===== config.mk =====
export PLATFORM = sky130hd
export DESIGN_NAME = aes_front
export DESIGN_NICKNAME = d
export VERILOG_FILES = /design/src/sv/aes128_block_encrypt_unit_macros.svh /design/src/sv/aes_pkg.sv /design/src/sv/aes_front.sv
export SDC_FILE = /design/constraint.sdc
export NUM_CORES = 1
export LEC_CHECK = 0
export BUFFER_PORTS_ARGS = -buffer_cell sky130_fd_sc_hd__clkbuf_2
export CAP_MARGIN = 20
export CORE_ASPECT_RATIO = 0.8
export CORE_UTILIZATION = 52
export CTS_CLUSTER_SIZE = 25
export DETAILED_ROUTE_END_ITERATION = 8
export GPL_ROUTABILITY_DRIVEN = 1
export GPL_TIMING_DRIVEN = 0
export PLACE_DENSITY_LB_ADDON = 0.08
export SYNTH_ARGS = -nofsm -noshare
export SYNTH_HDL_FRONTEND = slang
export SYNTH_SLANG_ARGS = --single-unit

===== constraint.sdc =====
create_clock -name clk -period 8.9 [get_ports clk]
set_input_delay 0.89 -clock clk [delete_from_list [all_inputs] [get_ports clk]]
set_output_delay 0.89 -clock clk [all_outputs]
set_load 0.005 [all_outputs]

===== src/sv/aes128_block_encrypt_unit_macros.svh =====
// assertion macros for the aes-128 block encrypt unit
`ifndef AES128_BLOCK_ENCRYPT_UNIT_MACROS_SVH
`define AES128_BLOCK_ENCRYPT_UNIT_MACROS_SVH
`ifndef SYNTHESIS
`define AES_ASSERT(lbl, clk, rst_n, prop, msg) \
  lbl: assert property (@(posedge clk) disable iff (!rst_n) prop) else $error(msg);
`define AES_ASSERT_NEXT(lbl, clk, rst_n, a, b, msg) \
  lbl: assert property (@(posedge clk) disable iff (!rst_n) (a) |=> (b)) else $error(msg);
`else
`define AES_ASSERT(lbl, clk, rst_n, prop, msg)
`define AES_ASSERT_NEXT(lbl, clk, rst_n, a, b, msg)
`endif
`endif


===== src/sv/aes_pkg.sv =====
// ----------------------------------------------------------------------------
// aes_pkg
// shared types, constants and round functions for the aes-128 encrypt unit
// ----------------------------------------------------------------------------
package aes_pkg;

  localparam int unsigned NumRounds = 10;
  localparam int unsigned NumRkWords = 44;
  localparam int unsigned QueueDepth = 2;

  localparam logic [0:0] CFG_KEY_HIGH = 1'b0;
  localparam logic [0:0] CFG_KEY_LOW = 1'b1;

  typedef logic [127:0] block_t;

  // front to back control bundle
  typedef struct packed {
    logic valid;
    logic ready;
  } hs_t;

  localparam logic [7:0] SBOX [256] = '{
    8'h63, 8'h7c, 8'h77, 8'h7b, 8'hf2, 8'h6b, 8'h6f, 8'hc5,
    8'h30, 8'h01, 8'h67, 8'h2b, 8'hfe, 8'hd7, 8'hab, 8'h76,
    8'hca, 8'h82, 8'hc9, 8'h7d, 8'hfa, 8'h59, 8'h47, 8'hf0,
    8'had, 8'hd4, 8'ha2, 8'haf, 8'h9c, 8'ha4, 8'h72, 8'hc0,
    8'hb7, 8'hfd, 8'h93, 8'h26, 8'h36, 8'h3f, 8'hf7, 8'hcc,
    8'h34, 8'ha5, 8'he5, 8'hf1, 8'h71, 8'hd8, 8'h31, 8'h15,
    8'h04, 8'hc7, 8'h23, 8'hc3, 8'h18, 8'h96, 8'h05, 8'h9a,
    8'h07, 8'h12, 8'h80, 8'he2, 8'heb, 8'h27, 8'hb2, 8'h75,
    8'h09, 8'h83, 8'h2c, 8'h1a, 8'h1b, 8'h6e, 8'h5a, 8'ha0,
    8'h52, 8'h3b, 8'hd6, 8'hb3, 8'h29, 8'he3, 8'h2f, 8'h84,
    8'h53, 8'hd1, 8'h00, 8'hed, 8'h20, 8'hfc, 8'hb1, 8'h5b,
    8'h6a, 8'hcb, 8'hbe, 8'h39, 8'h4a, 8'h4c, 8'h58, 8'hcf,
    8'hd0, 8'hef, 8'haa, 8'hfb, 8'h43, 8'h4d, 8'h33, 8'h85,
    8'h45, 8'hf9, 8'h02, 8'h7f, 8'h50, 8'h3c, 8'h9f, 8'ha8,
    8'h51, 8'ha3, 8'h40, 8'h8f, 8'h92, 8'h9d, 8'h38, 8'hf5,
    8'hbc, 8'hb6, 8'hda, 8'h21, 8'h10, 8'hff, 8'hf3, 8'hd2,
    8'hcd, 8'h0c, 8'h13, 8'hec, 8'h5f, 8'h97, 8'h44, 8'h17,
    8'hc4, 8'ha7, 8'h7e, 8'h3d, 8'h64, 8'h5d, 8'h19, 8'h73,
    8'h60, 8'h81, 8'h4f, 8'hdc, 8'h22, 8'h2a, 8'h90, 8'h88,
    8'h46, 8'hee, 8'hb8, 8'h14, 8'hde, 8'h5e, 8'h0b, 8'hdb,
    8'he0, 8'h32, 8'h3a, 8'h0a, 8'h49, 8'h06, 8'h24, 8'h5c,
    8'hc2, 8'hd3, 8'hac, 8'h62, 8'h91, 8'h95, 8'he4, 8'h79,
    8'he7, 8'hc8, 8'h37, 8'h6d, 8'h8d, 8'hd5, 8'h4e, 8'ha9,
    8'h6c, 8'h56, 8'hf4, 8'hea, 8'h65, 8'h7a, 8'hae, 8'h08,
    8'hba, 8'h78, 8'h25, 8'h2e, 8'h1c, 8'ha6, 8'hb4, 8'hc6,
    8'he8, 8'hdd, 8'h74, 8'h1f, 8'h4b, 8'hbd, 8'h8b, 8'h8a,
    8'h70, 8'h3e, 8'hb5, 8'h66, 8'h48, 8'h03, 8'hf6, 8'h0e,
    8'h61, 8'h35, 8'h57, 8'hb9, 8'h86, 8'hc1, 8'h1d, 8'h9e,
    8'he1, 8'hf8, 8'h98, 8'h11, 8'h69, 8'hd9, 8'h8e, 8'h94,
    8'h9b, 8'h1e, 8'h87, 8'he9, 8'hce, 8'h55, 8'h28, 8'hdf,
    8'h8c, 8'ha1, 8'h89, 8'h0d, 8'hbf, 8'he6, 8'h42, 8'h68,
    8'h41, 8'h99, 8'h2d, 8'h0f, 8'hb0, 8'h54, 8'hbb, 8'h16
  };

  localparam logic [7:0] RCON [11] = '{
    8'h00, 8'h01, 8'h02, 8'h04, 8'h08, 8'h10, 8'h20, 8'h40, 8'h80, 8'h1b, 8'h36
  };

  function automatic logic [7:0] xtime(input logic [7:0] a);
    xtime = {a[6:0], 1'b0} ^ (a[7] ? 8'h1b : 8'h00);
  endfunction

  function automatic logic [31:0] sub_word(input logic [31:0] w);
    sub_word = {SBOX[w[31:24]], SBOX[w[23:16]], SBOX[w[15:8]], SBOX[w[7:0]]};
  endfunction

  // byte k of the state sits at bits 127-8k
  function automatic block_t sub_shift(input block_t s);
    block_t t;
    for (int c = 0; c < 4; c++) begin
      for (int r = 0; r < 4; r++) begin
        t[127 - 8*(r + 4*c) -: 8] = SBOX[s[127 - 8*(r + 4*((c + r) % 4)) -: 8]];
      end
    end
    sub_shift = t;
  endfunction

  function automatic block_t mix(input block_t s);
    block_t t;
    logic [7:0] a0, a1, a2, a3, all;
    for (int c = 0; c < 4; c++) begin
      a0 = s[127 - 32*c -: 8];
      a1 = s[119 - 32*c -: 8];
      a2 = s[111 - 32*c -: 8];
      a3 = s[103 - 32*c -: 8];
      all = a0 ^ a1 ^ a2 ^ a3;
      t[127 - 32*c -: 8] = a0 ^ all ^ xtime(a0 ^ a1);
      t[119 - 32*c -: 8] = a1 ^ all ^ xtime(a1 ^ a2);
      t[111 - 32*c -: 8] = a2 ^ all ^ xtime(a2 ^ a3);
      t[103 - 32*c -: 8] = a3 ^ all ^ xtime(a3 ^ a0);
    end
    mix = t;
  endfunction

endpackage


===== src/sv/aes_front.sv =====
// ----------------------------------------------------------------------------
// aes_front
// input stage and short queue feeding the round pipeline
// ----------------------------------------------------------------------------
module aes_front #(
  parameter int unsigned Depth = aes_pkg::QueueDepth
) (
  input  logic             clk,
  input  logic             rst_n,
  input  logic             in_valid,
  output logic             in_ready,
  input  aes_pkg::block_t  in_data,
  input  logic             hold,
  output aes_pkg::hs_t     q_hs,
  input  logic             q_pop,
  output aes_pkg::block_t  q_data
);

  localparam int unsigned Aw = (Depth > 1) ? $clog2(Depth) : 1;

  aes_pkg::block_t mem_r [Depth];
  logic [Aw-1:0]   wp_r, rp_r;
  logic [Aw:0]     cnt_r;
  logic            push, pop;

  assign in_ready = (cnt_r != (Aw+1)'(Depth));
  assign push = in_valid && in_ready;
  assign pop = q_pop && (cnt_r != '0) && !hold;

  always_ff @(posedge clk) begin
    if (!rst_n) begin
      wp_r <= '0;
      rp_r <= '0;
      cnt_r <= '0;
    end else begin
      if (push) begin
        wp_r <= (wp_r == Aw'(Depth - 1)) ? '0 : wp_r + 1'b1;
      end
      if (pop) begin
        rp_r <= (rp_r == Aw'(Depth - 1)) ? '0 : rp_r + 1'b1;
      end
      cnt_r <= cnt_r + (Aw+1)'(push) - (Aw+1)'(pop);
    end
  end

  always_ff @(posedge clk) begin
    if (push) begin
      mem_r[wp_r] <= in_data;
    end
  end

  assign q_data = mem_r[rp_r];
  assign q_hs.valid = (cnt_r != '0) && !hold;
  assign q_hs.ready = pop;

endmodule


==> summary.txt <==
Critical path
  – Cell Chain, Critical Path: buf_4 -> buf_6 -> mux2_2 -> clkbuf_2
  – CP Capture Type: primary output
  – Crit path kind: reg2out
  – Crit path capture: q_data[41]
  – CP arrival: around 1.8 ns
  – Flop-to-flop setup slack: ~6.7 ns
  – Required @ worst endpoint: 8.01 ns
  – Max incr delay on CP: 0.36 ns
  – Reg-to-Reg End: mem_r[1][4]
  – Worst r2r src: cnt_r[0]
  – Worst Reg-to-Reg Cells: 3
  – Worst-path fanout max: 10
  – Slowest CP cell: mux2_2
  – Startpoint types: register

Timing
  – RSZ-0062 raised after global routing: no
  – Worst hold slack: 0.563 ns
  – Final setup viols: 0
  – Worst-Margin Slew: 0.910 ns
  – Period minus WS final: 2.68 ns
  – Achievable Freq: around 0.37 GHz
  – Worst-case clock skew: 0.0133 ns
  – Setup TNS: 0 ns
  – Tcrit/Tclk final: around 30%
  – Final Max Slew Viols: 0
  – Final hold vios: 0
  – Rel. slew slack: 39.3%

Finish
  – # fillers: 1174
  – # diodes: 0
  – Most common cell after layout, fill and taps aside: clkbuf_2
  – Layout cell share with drive strength beyond 1: about three fifths
  – Final net count: 861
  – Final Cell Area: 0.0121 mm2
  – Area delta synth->final: 27.1%
  – Most frequent cells in the layout: 263 x clkbuf_2, 256 x edfxtp_1, 128 x mux2_2
  – Final core occ: 68.8%

Global routing
  – Total GRT Usage: around 18%
  – Largest net degree at the start of global routing: 67
  – Gr ovfl total: 0
  – Vias in the first global route: 5026
  – First-pass GRT wire length: roughly 26000 um
  – Initial antenna violation count: 0

Clock tree
  – CTS Root Cell: clkbuf_16
  – Clock transition at path regs: roughly 0.06 ns
  – Setup Buffers After CTS: 0
  – Sink Count: approximately 260
  – Cts repair resizes: 0
  – Num CTS Buffers: 26
  – Clock latency on the worst-skew pair: 0.51 ns
  – CTS hold repair buffers: 0
  – Number of H-tree levels: 1
  – Max Buffers Root-to-Sink: 3
  – CTS tree: built

Yosys
  – Syn Nets: 565
  – Syn. warnings: 0
  – Synth top area cells: edfxtp_1 80%, mux2_2 15%, buf_6 1.4%
  – Yosys top cell area share: 80.4%
  – Sequential-to-total area share from yosys stat: 81.4%
  – Cell taking the most area after synthesis: edfxtp_1
  – Library cells used by synthesis: 21
  – Synth Register Bits: 261
  – Post-synth EDFFs: 256
  – Syn Area/Cell: 22.2 um2
  – Synthesized area: 0.00956 mm2
  – Ys flop type: edfxtp_1
  – Async S/R FF share, synth: 0%
  – Mapped Cells: approximately 430

Route
  – Vias: between 4000 and 5000
  – WL/cell: 18.5 um
  – First DRT Iteration DRCs: between 200 and 250
  – DRC: 0
  – Routed Antenna Nets: 0
  – DRT Wirelength: between 15000 and 20000 um
  – Vias per cell: 5.12
  – First-pass DRT Iterations: 4

Place
  – Placer Congestion: about 0.8
  – PortBufs: 263
  – Placed Area: 0.0113 mm2
  – DP HPWL: 12400 um

Pwr
  – Lkg Pwr: approximately 0.0046 uW
  – PwrDens: roughly 240 mW/mm2
  – VDD IR-drop max: approximately 210 uV

Floorplan
  – Core Box Area: ~0.018 mm2
  – Row count: 43
  – Die X: 154 um
  – Area of the die: 0.0189 mm2
  – Die H: 123 um
  – Initial Util: 54.2%
  – I/O pin cnt: 264

Status
  – Status: completed

Job
  – Total of max-cap violations: 0

Hold path
  – Hold/Removal Path Class: in2reg
## per-layer routing
metal  GRT usage (%)  up-vias  routed length (um)
met2            31.9      190                8930
met3            6.69       40                1580
met4            5.25        0                 423
met1            22.0     2425                7040
met5               0        -                   0
li1                -     2311                   -
## sequential cells by signal, summed over array words and instances, names as in the netlist, named ones only
signal and count:
rp_r 1, cnt_r 2, wp_r 1, mem_r 256
## metrics by stage
| stage | instances | total power [uW] | worst slack, ns |
|---|---|---|---|
| 2_1_floorplan | 431 | 1720 | 2.00 |
| 3_3_place_gp | 919 | 1880 | -0.736 |
| 3_5_place_dp | 924 | 1880 | 6.26 |
| 4_1_cts | 970 | 2980 | 6.18 |
| 5_1_grt | 970 | 3050 | 6.14 |
| 6_report | 970 | 2940 | 6.22 |
## worst min path at each step
stage	startpoint	to	depth (start not counted)
after floorplan	rp_r	register	2
after global placement	rp_r	rp_r	2
after detailed placement	rp_r	rp_r	2
after CTS	in_data[93]	mem_r[1][93]	1
after global routing	in_data[61]	mem_r[0][61]	1
final	in_data[93]	mem_r[0][93]	1
## kinds of logic after synthesis
group | Yosys count | synth area share (%)
xor+xnor | 2 | 0.183
buf+inv | 15 | 1.65
simple gates | 19 | 1.10
mux | 129 | 15.2
compound gates | 4 | 0.314
flops | 261 | 81.4
fa+ha+maj | 1 | 0.131
## Yosys cell counts, types with 2 or more instances
master      n
nand2_1     4
nand2b_1    2
edfxtp_1  256
mux2_2    128
and2_1      4
dfxtp_1     5
buf_6      12
nor2_1      5
buf_4       3
## critical path, delay by kind of cell (launching register included)
| kind | cells | cell delay, ns |
|---|---|---|
| DFF | 1 | 0.33 |
| muxes | 1 | 0.36 |
| buffers and inverters | 3 | 0.58 |
## where the power goes
group	switching, uW	internal, uW
logic	176	177
registers	24.2	1470
clock network	423	667
## cell type report
type | count | area [um2] | share of cell area [%]
clock inverters | 14 | 168 | 1.38
multi-input cells | 155 | 1630 | 13.4
well taps | 225 | 282 | 2.32
clock buffers | 32 | 694 | 5.72
flip-flops and latches | 261 | 7790 | 64.1
plain buffers | 15 | 158 | 1.30
repair buffers | 268 | 1430 | 11.8
Power figures use the tool's default switching activity.
