[src/sv/aes128_block_encrypt_unit_macros.svh]
// assertion macros for the aes-128 block encrypt unit
`ifndef AES128_BLOCK_ENCRYPT_UNIT_MACROS_SVH
`define AES128_BLOCK_ENCRYPT_UNIT_MACROS_SVH
`ifndef SYNTHESIS
`define AES_ASSERT(lbl, clk, rst_n, prop, msg) \
  lbl: assert property (@(posedge clk) disable iff (!rst_n) prop) else $error(msg);
`define AES_ASSERT_NEXT(lbl, clk, rst_n, a, b, msg) \
  lbl: assert property (@(posedge clk) disable iff (!rst_n) (a) |=> (b)) else $error(msg);
`else
`define AES_ASSERT(lbl, clk, rst_n, prop, msg)
`define AES_ASSERT_NEXT(lbl, clk, rst_n, a, b, msg)
`endif
`endif

[src/sv/aes_pkg.sv]
// ----------------------------------------------------------------------------
// aes_pkg
// shared types, constants and round functions for the aes-128 encrypt unit
// ----------------------------------------------------------------------------
package aes_pkg;

  localparam int unsigned NumRounds = 10;
  localparam int unsigned NumRkWords = 44;
  localparam int unsigned QueueDepth = 2;

  localparam logic [0:0] CFG_KEY_HIGH = 1'b0;
  localparam logic [0:0] CFG_KEY_LOW = 1'b1;

  typedef logic [127:0] block_t;

  // front to back control bundle
  typedef struct packed {
    logic valid;
    logic ready;
  } hs_t;

  localparam logic [7:0] SBOX [256] = '{
    8'h63, 8'h7c, 8'h77, 8'h7b, 8'hf2, 8'h6b, 8'h6f, 8'hc5,
    8'h30, 8'h01, 8'h67, 8'h2b, 8'hfe, 8'hd7, 8'hab, 8'h76,
    8'hca, 8'h82, 8'hc9, 8'h7d, 8'hfa, 8'h59, 8'h47, 8'hf0,
    8'had, 8'hd4, 8'ha2, 8'haf, 8'h9c, 8'ha4, 8'h72, 8'hc0,
    8'hb7, 8'hfd, 8'h93, 8'h26, 8'h36, 8'h3f, 8'hf7, 8'hcc,
    8'h34, 8'ha5, 8'he5, 8'hf1, 8'h71, 8'hd8, 8'h31, 8'h15,
    8'h04, 8'hc7, 8'h23, 8'hc3, 8'h18, 8'h96, 8'h05, 8'h9a,
    8'h07, 8'h12, 8'h80, 8'he2, 8'heb, 8'h27, 8'hb2, 8'h75,
    8'h09, 8'h83, 8'h2c, 8'h1a, 8'h1b, 8'h6e, 8'h5a, 8'ha0,
    8'h52, 8'h3b, 8'hd6, 8'hb3, 8'h29, 8'he3, 8'h2f, 8'h84,
    8'h53, 8'hd1, 8'h00, 8'hed, 8'h20, 8'hfc, 8'hb1, 8'h5b,
    8'h6a, 8'hcb, 8'hbe, 8'h39, 8'h4a, 8'h4c, 8'h58, 8'hcf,
    8'hd0, 8'hef, 8'haa, 8'hfb, 8'h43, 8'h4d, 8'h33, 8'h85,
    8'h45, 8'hf9, 8'h02, 8'h7f, 8'h50, 8'h3c, 8'h9f, 8'ha8,
    8'h51, 8'ha3, 8'h40, 8'h8f, 8'h92, 8'h9d, 8'h38, 8'hf5,
    8'hbc, 8'hb6, 8'hda, 8'h21, 8'h10, 8'hff, 8'hf3, 8'hd2,
    8'hcd, 8'h0c, 8'h13, 8'hec, 8'h5f, 8'h97, 8'h44, 8'h17,
    8'hc4, 8'ha7, 8'h7e, 8'h3d, 8'h64, 8'h5d, 8'h19, 8'h73,
    8'h60, 8'h81, 8'h4f, 8'hdc, 8'h22, 8'h2a, 8'h90, 8'h88,
    8'h46, 8'hee, 8'hb8, 8'h14, 8'hde, 8'h5e, 8'h0b, 8'hdb,
    8'he0, 8'h32, 8'h3a, 8'h0a, 8'h49, 8'h06, 8'h24, 8'h5c,
    8'hc2, 8'hd3, 8'hac, 8'h62, 8'h91, 8'h95, 8'he4, 8'h79,
    8'he7, 8'hc8, 8'h37, 8'h6d, 8'h8d, 8'hd5, 8'h4e, 8'ha9,
    8'h6c, 8'h56, 8'hf4, 8'hea, 8'h65, 8'h7a, 8'hae, 8'h08,
    8'hba, 8'h78, 8'h25, 8'h2e, 8'h1c, 8'ha6, 8'hb4, 8'hc6,
    8'he8, 8'hdd, 8'h74, 8'h1f, 8'h4b, 8'hbd, 8'h8b, 8'h8a,
    8'h70, 8'h3e, 8'hb5, 8'h66, 8'h48, 8'h03, 8'hf6, 8'h0e,
    8'h61, 8'h35, 8'h57, 8'hb9, 8'h86, 8'hc1, 8'h1d, 8'h9e,
    8'he1, 8'hf8, 8'h98, 8'h11, 8'h69, 8'hd9, 8'h8e, 8'h94,
    8'h9b, 8'h1e, 8'h87, 8'he9, 8'hce, 8'h55, 8'h28, 8'hdf,
    8'h8c, 8'ha1, 8'h89, 8'h0d, 8'hbf, 8'he6, 8'h42, 8'h68,
    8'h41, 8'h99, 8'h2d, 8'h0f, 8'hb0, 8'h54, 8'hbb, 8'h16
  };

  localparam logic [7:0] RCON [11] = '{
    8'h00, 8'h01, 8'h02, 8'h04, 8'h08, 8'h10, 8'h20, 8'h40, 8'h80, 8'h1b, 8'h36
  };

  function automatic logic [7:0] xtime(input logic [7:0] a);
    xtime = {a[6:0], 1'b0} ^ (a[7] ? 8'h1b : 8'h00);
  endfunction

  function automatic logic [31:0] sub_word(input logic [31:0] w);
    sub_word = {SBOX[w[31:24]], SBOX[w[23:16]], SBOX[w[15:8]], SBOX[w[7:0]]};
  endfunction

  // byte k of the state sits at bits 127-8k
  function automatic block_t sub_shift(input block_t s);
    block_t t;
    for (int c = 0; c < 4; c++) begin
      for (int r = 0; r < 4; r++) begin
        t[127 - 8*(r + 4*c) -: 8] = SBOX[s[127 - 8*(r + 4*((c + r) % 4)) -: 8]];
      end
    end
    sub_shift = t;
  endfunction

  function automatic block_t mix(input block_t s);
    block_t t;
    logic [7:0] a0, a1, a2, a3, all;
    for (int c = 0; c < 4; c++) begin
      a0 = s[127 - 32*c -: 8];
      a1 = s[119 - 32*c -: 8];
      a2 = s[111 - 32*c -: 8];
      a3 = s[103 - 32*c -: 8];
      all = a0 ^ a1 ^ a2 ^ a3;
      t[127 - 32*c -: 8] = a0 ^ all ^ xtime(a0 ^ a1);
      t[119 - 32*c -: 8] = a1 ^ all ^ xtime(a1 ^ a2);
      t[111 - 32*c -: 8] = a2 ^ all ^ xtime(a2 ^ a3);
      t[103 - 32*c -: 8] = a3 ^ all ^ xtime(a3 ^ a0);
    end
    mix = t;
  endfunction

endpackage

[src/sv/aes_key_sched.sv]
// ----------------------------------------------------------------------------
// aes_key_sched
// holds the key registers and expands them into eleven round keys after
// each key write; round keys 0 and 1 load together, then one per cycle
// ----------------------------------------------------------------------------
module aes_key_sched (
  input  logic                 clk,
  input  logic                 rst_n,
  input  logic                 wr_en,
  input  logic [0:0]           wr_sel,
  input  logic [63:0]          wr_data,
  output logic                 busy,
  output aes_pkg::block_t      rk [aes_pkg::NumRounds + 1]
);

  logic [63:0]     key_high_r, key_low_r;
  aes_pkg::block_t rk_r [aes_pkg::NumRounds + 1];
  logic [3:0]      step_r, step_nxt;
  logic            busy_r, busy_nxt;
  aes_pkg::block_t next_rk;
  logic [31:0]     tw;
  logic [127:0]    prev;

  // round key 1 chains from the key registers, round key 0 loads alongside
  always_comb begin
    prev = (step_r == 4'd1) ? {key_high_r, key_low_r} : rk_r[step_r - 4'd1];
    tw = aes_pkg::sub_word({prev[23:0], prev[31:24]}) ^ {aes_pkg::RCON[step_r], 24'h0};
    next_rk[127:96] = prev[127:96] ^ tw;
    next_rk[95:64]  = prev[95:64] ^ next_rk[127:96];
    next_rk[63:32]  = prev[63:32] ^ next_rk[95:64];
    next_rk[31:0]   = prev[31:0] ^ next_rk[63:32];
  end

  always_comb begin
    busy_nxt = busy_r;
    step_nxt = step_r;
    if (wr_en) begin
      busy_nxt = 1'b1;
      step_nxt = 4'd1;
    end else if (busy_r) begin
      if (step_r == 4'(aes_pkg::NumRounds)) begin
        busy_nxt = 1'b0;
      end else begin
        step_nxt = step_r + 4'd1;
      end
    end
  end

  always_ff @(posedge clk) begin
    if (!rst_n) begin
      busy_r <= 1'b0;
      step_r <= 4'd1;
    end else begin
      busy_r <= busy_nxt;
      step_r <= step_nxt;
    end
  end

  always_ff @(posedge clk) begin
    if (!rst_n) begin
      key_high_r <= '0;
      key_low_r  <= '0;
    end else if (wr_en) begin
      if (wr_sel == aes_pkg::CFG_KEY_HIGH) begin
        key_high_r <= wr_data;
      end else begin
        key_low_r <= wr_data;
      end
    end
  end

  always_ff @(posedge clk) begin
    if (busy_r) begin
      if (step_r == 4'd1) begin
        rk_r[0] <= {key_high_r, key_low_r};
      end
    end
  end

  // round key 0 loads on the first step; later keys follow the chain
  for (genvar g = 1; g <= aes_pkg::NumRounds; g++) begin : g_rk
    always_ff @(posedge clk) begin
      if (busy_r && step_r == 4'(g)) begin
        rk_r[g] <= next_rk;
      end
    end
  end

  assign busy = busy_r;
  assign rk = rk_r;

endmodule

[config.mk]
export PLATFORM = sky130hd
export DESIGN_NAME = aes_key_sched
export DESIGN_NICKNAME = d
export VERILOG_FILES = /design/src/sv/aes128_block_encrypt_unit_macros.svh /design/src/sv/aes_pkg.sv /design/src/sv/aes_key_sched.sv
export SDC_FILE = /design/constraint.sdc
export NUM_CORES = 2
export LEC_CHECK = 0
export ABC_AREA = 1
export BUFFER_PORTS_ARGS = -buffer_cell sky130_fd_sc_hd__buf_2
export CAP_MARGIN = 20
export CORE_AREA = 2 2 578 580
export DETAILED_ROUTE_END_ITERATION = 7
export DIE_AREA = 0 0 580 582
export SKIP_LAST_GASP = 1
export SYNTH_ARGS = -nofsm -noshare
export SYNTH_HDL_FRONTEND = slang
export SYNTH_SLANG_ARGS = --single-unit
[constraint.sdc]
create_clock -name clk -period 28.4 [get_ports clk]
set_input_delay 2.84 -clock clk [delete_from_list [all_inputs] [get_ports clk]]
set_output_delay 2.84 -clock clk [all_outputs]
set_load 0.05 [all_outputs]
==> flow_summary.json <==
{
  "synth_edf_count": 1408,
  "cts_tree": "built",
  "tightest_slew_ns": 1.23,
  "syn_area_mm2": 0.0763,
  "clock_path_buffers": 4,
  "fillers": 35412,
  "critPathLaunchType": "register",
  "clk_pin_slew_ns": 0.06,
  "synth-warning-count": 0,
  "p_leak_nw": 36.4,
  "period_minus_slack_ns": 9.05,
  "route.detailed.drc": 12,
  "ios": 1477,
  "relSlewSlack_pct": 17.7,
  "syn_inst": 7931,
  "vias_per_cell": 5.42,
  "critPathMaxFanout": 85,
  "setup_viol": 0,
  "first_global_vias": 69005,
  "cts_resized": 0,
  "antenna_found_initial": 91,
  "tns_ns": 0,
  "totalPowerFinal_mw": 7.89,
  "synth_nets": 8063,
  "dieArea_mm2": 0.338,
  "cts_made_buffers": 185,
  "vias": 75272,
  "status": "finished, violations left",
  "postRouteAntennaNets": 0,
  "maxCapViolCount": 0,
  "gp_congestion": 1.06,
  "hpwl_um": 405000,
  "placed_cell_area_mm2": 0.0877,
  "cts.hold.buffers_added": 0,
  "start_util_pct": 23.0,
  "async_flop_share_pct": 0,
  "hp-class": "reg2reg",
  "required_ns": 28.78,
  "power_per_cell_area_mw_per_mm2": 83.7,
  "drt_iter0_drc": 11158,
  "io_buffers": 1476,
  "htreeDepth": 4,
  "report.final.slew_viol_count": 0,
  "synth_ff_type": "edfxtp_1",
  "drt_first_pass_iters": 8,
  "insertion_delay_ns": 0.97,
  "ff_latch_area_mm2": 0.0449,
  "cts_sinks": 1541,
  "yosysMostFrequentCell": "nand3_1",
  "grt_max_degree": 168,
  "ys_top_cells_by_count": "nand3_1 (1578), nand2_1 (1508), edfxtp_1 (1408), nor2_1 (764), o21ai_0 (617)",
  "rsz0062_at_grt": "false",
  "syn2layout_area_growth_pct": 23.5,
  "cts_setup_buffers": 0,
  "postSynthAreaPerCell_um2": 9.63,
  "worstSetupPathType": "reg2reg",
  "gr-total-overflow": 0,
  "multiInputGateArea_mm2": 0.0274,
  "nNetsFinal": 9345,
  "end_kind": "register",
  "die_w_um": 580,
  "slowest_delay_ns": 0.71,
  "drt_wl_total_um": 536000,
  "finalCritPeriodShare_pct": 31.9,
  "grt_usage_pct": 30.3,
  "grt_pass1_wl_um": 688000,
  "skew_ns": 0.116,
  "netlist.area_leader.share_pct": 55.4,
  "rows": 212,
  "synth_seq_cells": 1541,
  "crit_top_cell": "nand2_1",
  "cts-root-buf": "clkbuf_16",
  "avgRoutedWirePerCell_um": 38.6,
  "core-area_mm2": 0.332,
  "peakVddDrop_mv": 0.0506,
  "yosysSeqAreaShare_pct": 58.9,
  "synth_top_area_cell": "edfxtp_1",
  "holdWs_ns": 0.415,
  "critPathArrivalTime_ns": 9.44,
  "fmax_mhz": 110,
  "hold_viol_final": 0,
  "finish.instance_area_mm2": 0.0943,
  "synth_area_leaders": "edfxtp_1 (55%), nand3_1 (10%), nand2_1 (7.4%)",
  "slowest_stage": "nand2_1",
  "violations": "design-rule violations",
  "synth_cell_type_count": 50,
  "final_layout_size_suffix_gt1_share_pct": 22.8,
  "die_h_um": 582
}
-- worst paths after layout --
check | slack [ns] | startpoint | to | cells past startpoint
worst max-delay path | 19.35 | step_r[0] | rk[922] | 29
worst min-delay path | 0.42 | key_low_r[33] | rk[1313] | 0
worst max register to register | 19.35 | step_r[0] | rk[922] | 29
worst min register to register | 0.42 | key_low_r[33] | rk[1313] | 0
-- flip-flops by register name, summed over array words and instances, names as in the netlist --
register,count
step_r,4
rk,1408
key_low_r,64
busy,1
key_high_r,64
-- worst max-delay path, delay by kind of cell, from the launching register on --
kind / cells / cell delay [ns]
fa+ha+maj: 2 / 0.81
xor+xnor: 1 / 0.18
simple gates: 20 / 4.88
buf+inv: 6 / 2.01
flops: 1 / 0.44
-- routing by layer --
metal  wire (um)  part of all wire (%)  up-vias  GRT usage (%)
met5         102                 0.019        -              0
met4       48600                   9.1       18           22.4
met3       62100                    12     1113           9.96
met2      227000                    42     5543           45.4
met1      198000                    37    37522           36.3
li1            -                     -    31076              -
-- power by group --
group | internal, mW | switching (mW) | total [mW]
registers | 2.84 | 0.0653 | 2.90
logic | 0.421 | 2.04 | 2.46
clock network | 1.44 | 1.09 | 2.53
-- cell families after synthesis --
| family | after synthesis | synth area share [%] |
|---|---|---|
| flip-flops | 1541 | 58.9 |
| buffers and inverters | 847 | 5.47 |
| AO/OA/AOI/OAI | 1435 | 11.1 |
| XOR/XNOR | 10 | 0.149 |
| AND/OR/NAND/NOR | 4032 | 23.3 |
| adder cells (fa/ha/maj) | 64 | 1.05 |
| multiplexers | 2 | 0.0262 |
-- layout by cell type, fill, tap and decap left out, types with 63 or more instances in the layout --
cell	instances
o221ai_1	79
o21a_1	79
o211ai_1	187
nand2_2	73
o22ai_1	96
buf_2	1475
dfxtp_1	132
clkbuf_16	185
nand2_1	1502
diode_2	134
inv_1	259
nand3_1	1578
o21ai_0	615
buf_4	176
ha_1	63
nor2_1	758
edfxtp_1	1408
a21oi_1	305
-- area by class of cell --
class / count / share of cell area, %
flip-flops and latches: 1541 / 47.7
diodes: 134 / 0.356
well taps: 4387 / 5.82
inverters: 285 / 1.17
multi-input cells: 5543 / 29.1
clock inverters: 122 / 1.56
repair buffers: 1657 / 9.32
clock buffers: 214 / 5.05
-- through the flow --
step                      cells  util, %  setup slack [ns]
after detailed placement  13410     26.4             19.45
after global placement    13408     26.4             19.37
after floorplan            7931        -             16.06
final                     13883     28.4             19.35
after global routing      13852     28.4             19.11
after CTS                 13746     28.3             19.41
Power figures use the tool's default switching activity.
